## config.mk

```make
export PLATFORM = sky130hd
export DESIGN_NAME = chm_ctrl
export DESIGN_NICKNAME = d
export VERILOG_FILES = /design/src/hdl/chm_pkg.sv /design/src/hdl/chm_ctrl.sv
export SDC_FILE = /design/constraint.sdc
export NUM_CORES = 1
export LEC_CHECK = 0
export BUFFER_PORTS_ARGS = -buffer_cell sky130_fd_sc_hd__buf_2
export CAP_MARGIN = 5
export CORE_AREA = 4 4 41 43
export DETAILED_ROUTE_END_ITERATION = 6
export DIE_AREA = 0 0 45 47
export GPL_TIMING_DRIVEN = 0
export PLACE_DENSITY = 0.51
export SETUP_SLACK_MARGIN = 0.1
export SYNTH_ARGS = -nofsm -noshare
export SYNTH_HDL_FRONTEND = slang
export SYNTH_SLANG_ARGS = --single-unit
```

## constraint.sdc

```tcl
create_clock -name clk_i -period 1.3 [get_ports clk_i]
set_input_delay 0.13 -clock clk_i [delete_from_list [all_inputs] [get_ports clk_i]]
set_output_delay 0.13 -clock clk_i [all_outputs]
set_load 0.005 [all_outputs]
```

## src/hdl/chm_pkg.sv

```systemverilog
// chm_pkg: sizes, op and status codes, controller/datapath interface types
// and the bucket mix function for the counting hash multiset
// no dependencies
package chm_pkg;

  localparam int unsigned BUCKETS    = 512;
  localparam int unsigned ENTRIES    = 1024;
  localparam int unsigned KEY_BITS   = 32;
  localparam int unsigned COUNT_BITS = 16;
  localparam int unsigned SIZE_BITS  = 26;

  localparam int unsigned BKT_W   = $clog2(BUCKETS);
  localparam int unsigned ENTRY_W = $clog2(ENTRIES);
  localparam int unsigned PTR_W   = ENTRY_W + 1;

  localparam logic [PTR_W-1:0]      NIL       = PTR_W'(ENTRIES);
  localparam logic [COUNT_BITS-1:0] COUNT_MAX = '1;
  localparam logic [BKT_W-1:0]      BKT_LAST  = BKT_W'(BUCKETS - 1);

  // operation codes
  localparam logic [2:0] OP_PUT     = 3'd0;
  localparam logic [2:0] OP_REM_ONE = 3'd1;
  localparam logic [2:0] OP_REM_ALL = 3'd2;
  localparam logic [2:0] OP_COUNT   = 3'd3;
  localparam logic [2:0] OP_CLEAR   = 3'd4;

  // status codes
  localparam logic [1:0] ST_OK   = 2'd0;
  localparam logic [1:0] ST_FULL = 2'd1;
  localparam logic [1:0] ST_SAT  = 2'd2;

  typedef enum logic [2:0] {
    S_CLR_RST,
    S_CLR_OP,
    S_IDLE,
    S_HEAD,
    S_LOAD,
    S_FETCH,
    S_CMP,
    S_ACT
  } chm_state_e;

  // controller to datapath
  typedef struct packed {
    logic accept;
    logic clr_wr;
    logic clr_done;
    logic head_rd;
    logic head_ld;
    logic node_rd;
    logic cmp;
    logic act;
  } chm_cmd_t;

  // datapath to controller
  typedef struct packed {
    logic op_clear;
    logic walk_end;
    logic key_hit;
    logic sweep_last;
  } chm_stat_t;

  // shift-xor mix, low bits pick the bucket
  function automatic logic [BKT_W-1:0] bucket_of(input logic [KEY_BITS-1:0] k);
    logic [KEY_BITS-1:0] h1;
    logic [KEY_BITS-1:0] h2;
    h1 = k ^ (k >> 20) ^ (k >> 12);
    h2 = h1 ^ (h1 >> 7) ^ (h1 >> 4);
    return h2[BKT_W-1:0];
  endfunction

endpackage

```

## src/hdl/chm_ctrl.sv

```systemverilog
// chm_ctrl: sequencer for clear sweep, chain walk and update
// depends on chm_pkg
module chm_ctrl import chm_pkg::*; (
  input  logic      clk_i,
  input  logic      rst_ni,
  input  logic      start,
  output logic      busy,
  input  chm_stat_t stat_i,
  output chm_cmd_t  cmd_o
);

  chm_state_e state_q, state_d;

  // state register, reset starts the bucket sweep
  always_ff @(posedge clk_i or negedge rst_ni) begin
    if (!rst_ni) begin
      state_q <= S_CLR_RST;
    end else begin
      state_q <= state_d;
    end
  end

  // next state
  always_comb begin
    state_d = state_q;
    case (state_q)
      S_CLR_RST: if (stat_i.sweep_last) state_d = S_IDLE;
      S_CLR_OP:  if (stat_i.sweep_last) state_d = S_IDLE;
      S_IDLE: begin
        if (start) state_d = stat_i.op_clear ? S_CLR_OP : S_HEAD;
      end
      S_HEAD:  state_d = S_LOAD;
      S_LOAD:  state_d = S_FETCH;
      S_FETCH: state_d = stat_i.walk_end ? S_ACT : S_CMP;
      S_CMP:   state_d = stat_i.key_hit ? S_ACT : S_FETCH;
      S_ACT:   state_d = S_IDLE;
      default: state_d = S_IDLE;
    endcase
  end

  // command outputs
  always_comb begin
    cmd_o = '0;
    busy  = 1'b1;
    case (state_q)
      S_CLR_RST: cmd_o.clr_wr = 1'b1;
      S_CLR_OP: begin
        cmd_o.clr_wr   = 1'b1;
        cmd_o.clr_done = stat_i.sweep_last;
      end
      S_IDLE: begin
        busy         = 1'b0;
        cmd_o.accept = start;
      end
      S_HEAD:  cmd_o.head_rd = 1'b1;
      S_LOAD:  cmd_o.head_ld = 1'b1;
      S_FETCH: cmd_o.node_rd = !stat_i.walk_end;
      S_CMP:   cmd_o.cmp = 1'b1;
      S_ACT:   cmd_o.act = 1'b1;
      default: busy = 1'b1;
    endcase
  end

endmodule

```

==> flow_summary.yaml <==
clock_tree:
  clock-sinks: 3
  tritoncts: "built"
  clk_latency_ns: 0.23
  cts.reportedPaths.clkPinSlew_ns: 0.04
  htreeDepth: 1
  cts_max_path_buffers: 2
  clockRootBuffer: "clkbuf_4"
  cts-buffers-inserted: 3
setup_path:
  critPathLaunchType: "flip-flop"
  r2r-end: "state_q[0]"
  worst_ep_required_time_ns: 1.17
  cp_max_fo: 3
  setup.worst_path.class: "flip-flop to primary output"
  cp_data_arrival_time_ns: 1.20
  r2r_cells: 5
  cp-end-kind: "primary output"
  crit_start: "state_q[1]"
  rr_startpoint: "state_q[2]"
  r2r_slack_ns: 0.12
sta:
  relSlewSlack: 0.834
  finalCriticalPeriod_ns: 1.33
  fmax_mhz: 752
  fin_crit_sh: 1.02
  rsz0062_at_grt: "true"
  skew_ns: 0.00538
  final-hold-violation-count: 0
  setup_ws_ns: -0.0290
  setup_tns_ns: -0.0546
  tightest_slew_ns: 0.246
  final-setup-viol-count: 3
  maxSlewViolCount: 0
power_and_ir_drop:
  power.density_nw_per_um2: 2510
  p_int_uw: 743
  switching_share: 0.378
  p_seq_frac: 0.176
  vdd_ir_drop_max_v: 0.00101
  pwr-share-comb: 0.688
  power.share.clock: 0.136
  switchingPower_uw: 452
  leakage_uw: 0.000226
placement:
  io_buffers: 15
  place_area_sq_um: 313
  place_ws_ns: 0.0831
  dp.cells: 56
  globalplace.congestion: 0.657
finish:
  fillCellCount: 150
  regMostFlops: "state_q"
  layout.cells.non_filler: 68
  fin_nets: 61
  regArea_sq_um: 77.6
  top_regs: "state_q: 3 flops"
  area_growth_pct: 118
  largest_reg_flops: 3
  antenna_cells: 0
  post-route-util: 0.366
  multi_input_area_sq_um: 163
  drive_above_1_share: 0.774
  stdcell_area_sq_um: 477
drt:
  drtAntennaViolNets: 0
  wl_per_cell_um: 11.2
  drt_first_pass_iters: 2
  via_per_inst: 4.26
  vias: 290
  wirelength_um: 759
  route.detailed.drc: 0
  initialDrtViolationCount: 2
floorplan:
  core_sq_um: 1300
  die_h_um: 47
  die-width_um: 45
  ios: 16
  die_area_sq_um: 2120
  initial_utilization: 0.168
  row_count: 13
min_path:
  hold_depth: 3
  hold_end: "state_q[1]"
  hp-class: "primary input to flip-flop"
  hold_path_startpoint: "stat_i[0]"
synth:
  synthCells: 26
  yosysSeqAreaShare: 0.343
  netlist_area_sq_um: 219
  netlist_top_cells_area: "dfrtp_1 (34%), a22oi_1 (6.9%), nor3b_1 (6.9%)"
  ys_ff_latch: 3
  syn_avg_cell_area_sq_um: 8.42
  ys_warn_count: 0
  yosysTopAreaCellShare: 0.343
  syn_nets: 33
  synth_top_area_cell: "dfrtp_1"
  synth_cell_types: 18
outcome:
  outcome: "complete, but fails checks"
  violations: "negative setup slack"
global_route:
  grt_pass1_wl_mm: 1.18
  antenna_found_initial: 0
  grt_max_degree: 11
  grt_pass1_vias: 276
  overflow: 0
  grt_usage: 0.0838
job:
  cap_violations: 0
## kinds of logic after synthesis
| kind of cell | after synthesis | synth area share |
|---|---|---|
| simple gates | 11 | 0.337 |
| compound gates | 7 | 0.200 |
| buf+inv | 4 | 0.0800 |
| flops | 3 | 0.343 |
| xor+xnor | 1 | 0.0400 |
## placed cells by master, fill, tap and decap left out, drive strengths merged, types with 2 or more instances in the layout
cell type	Yosys	final
inv	2	2
dfrtp	3	3
nor2	4	4
a21oi	2	2
clkbuf	0	4
nor3b	2	2
a22oi	2	2
and3	2	2
buf	2	24
## worst max-delay path, stage by stage (launching register included)
cell and delay (ns):
dfrtp_2 0.37, inv_2 0.05, or3_4 0.36, nor2_2 0.08, buf_2 0.11
## synthesized netlist by cell type
| library cell | instances |
|---|---|
| a21oi_1 | 2 |
| and3_1 | 1 |
| nor2_1 | 3 |
| o22ai_1 | 1 |
| buf_2 | 2 |
| or3_4 | 1 |
| o21ai_0 | 1 |
| nor3b_1 | 2 |
| inv_2 | 1 |
| a211oi_1 | 1 |
| nor2_2 | 1 |
| dfrtp_1 | 3 |
| xnor2_1 | 1 |
| inv_1 | 1 |
| and4bb_2 | 1 |
| and3_2 | 1 |
| a22oi_1 | 2 |
| nand2_1 | 1 |
## final cells by class
type                    count  share of cell area
multi-input cells          19               0.341
repair buffers             23               0.339
flip-flops and latches      3               0.163
clock buffers               4              0.0551
plain buffers               2              0.0472
well taps                  15              0.0394
inverters                   2              0.0157
## worst max-delay path by stage
stage | end | slack, ns | cells after the start
5_1_grt | cmd_o[1] | -0.09 | 3
3_3_place_gp | cmd_o[7] | 0.09 | 4
2_1_floorplan | cmd_o[7] | 0.24 | 3
4_1_cts | cmd_o[7] | -0.05 | 4
6_report | cmd_o[7] | -0.03 | 4
3_5_place_dp | cmd_o[7] | 0.08 | 4
## per-layer routing
layer,GRT usage,routed length [um],up-vias,part of all wire
li1,-,-,147,-
met4,0.0526,0,0,0
met1,0.0888,286,135,0.38
met5,0,0,-,0
met2,0.113,402,8,0.53
met3,0.0690,70,0,0.092
## metrics by stage
step	total power (uW)	hold slack (ns)
3_5_place_dp	650	-0.0694
3_3_place_gp	641	-0.0731
4_1_cts	992	0.210
2_1_floorplan	488	-0.166
6_report	1190	0.220
5_1_grt	1310	0.243
## timing repair
| item | CTS | global route |
|---|---|---|
| hold buffers | 1 | 0 |
| setup buffers | 5 | 2 |
| pin swaps | 1 | 4 |
| endpoints found under the setup margin | 8 | 10 |
| endpoints found under the hold margin | 3 | 0 |
| resized for setup | 5 | 16 |
## power by group through the flow
stage	Clock [uW]	Combinational (uW)	Sequential, uW
2_1_floorplan	0	297	191
3_3_place_gp	0	435	206
3_5_place_dp	0	443	207
4_1_cts	172	624	196
5_1_grt	185	903	218
6_report	163	822	210
Power figures use the tool's default switching activity.
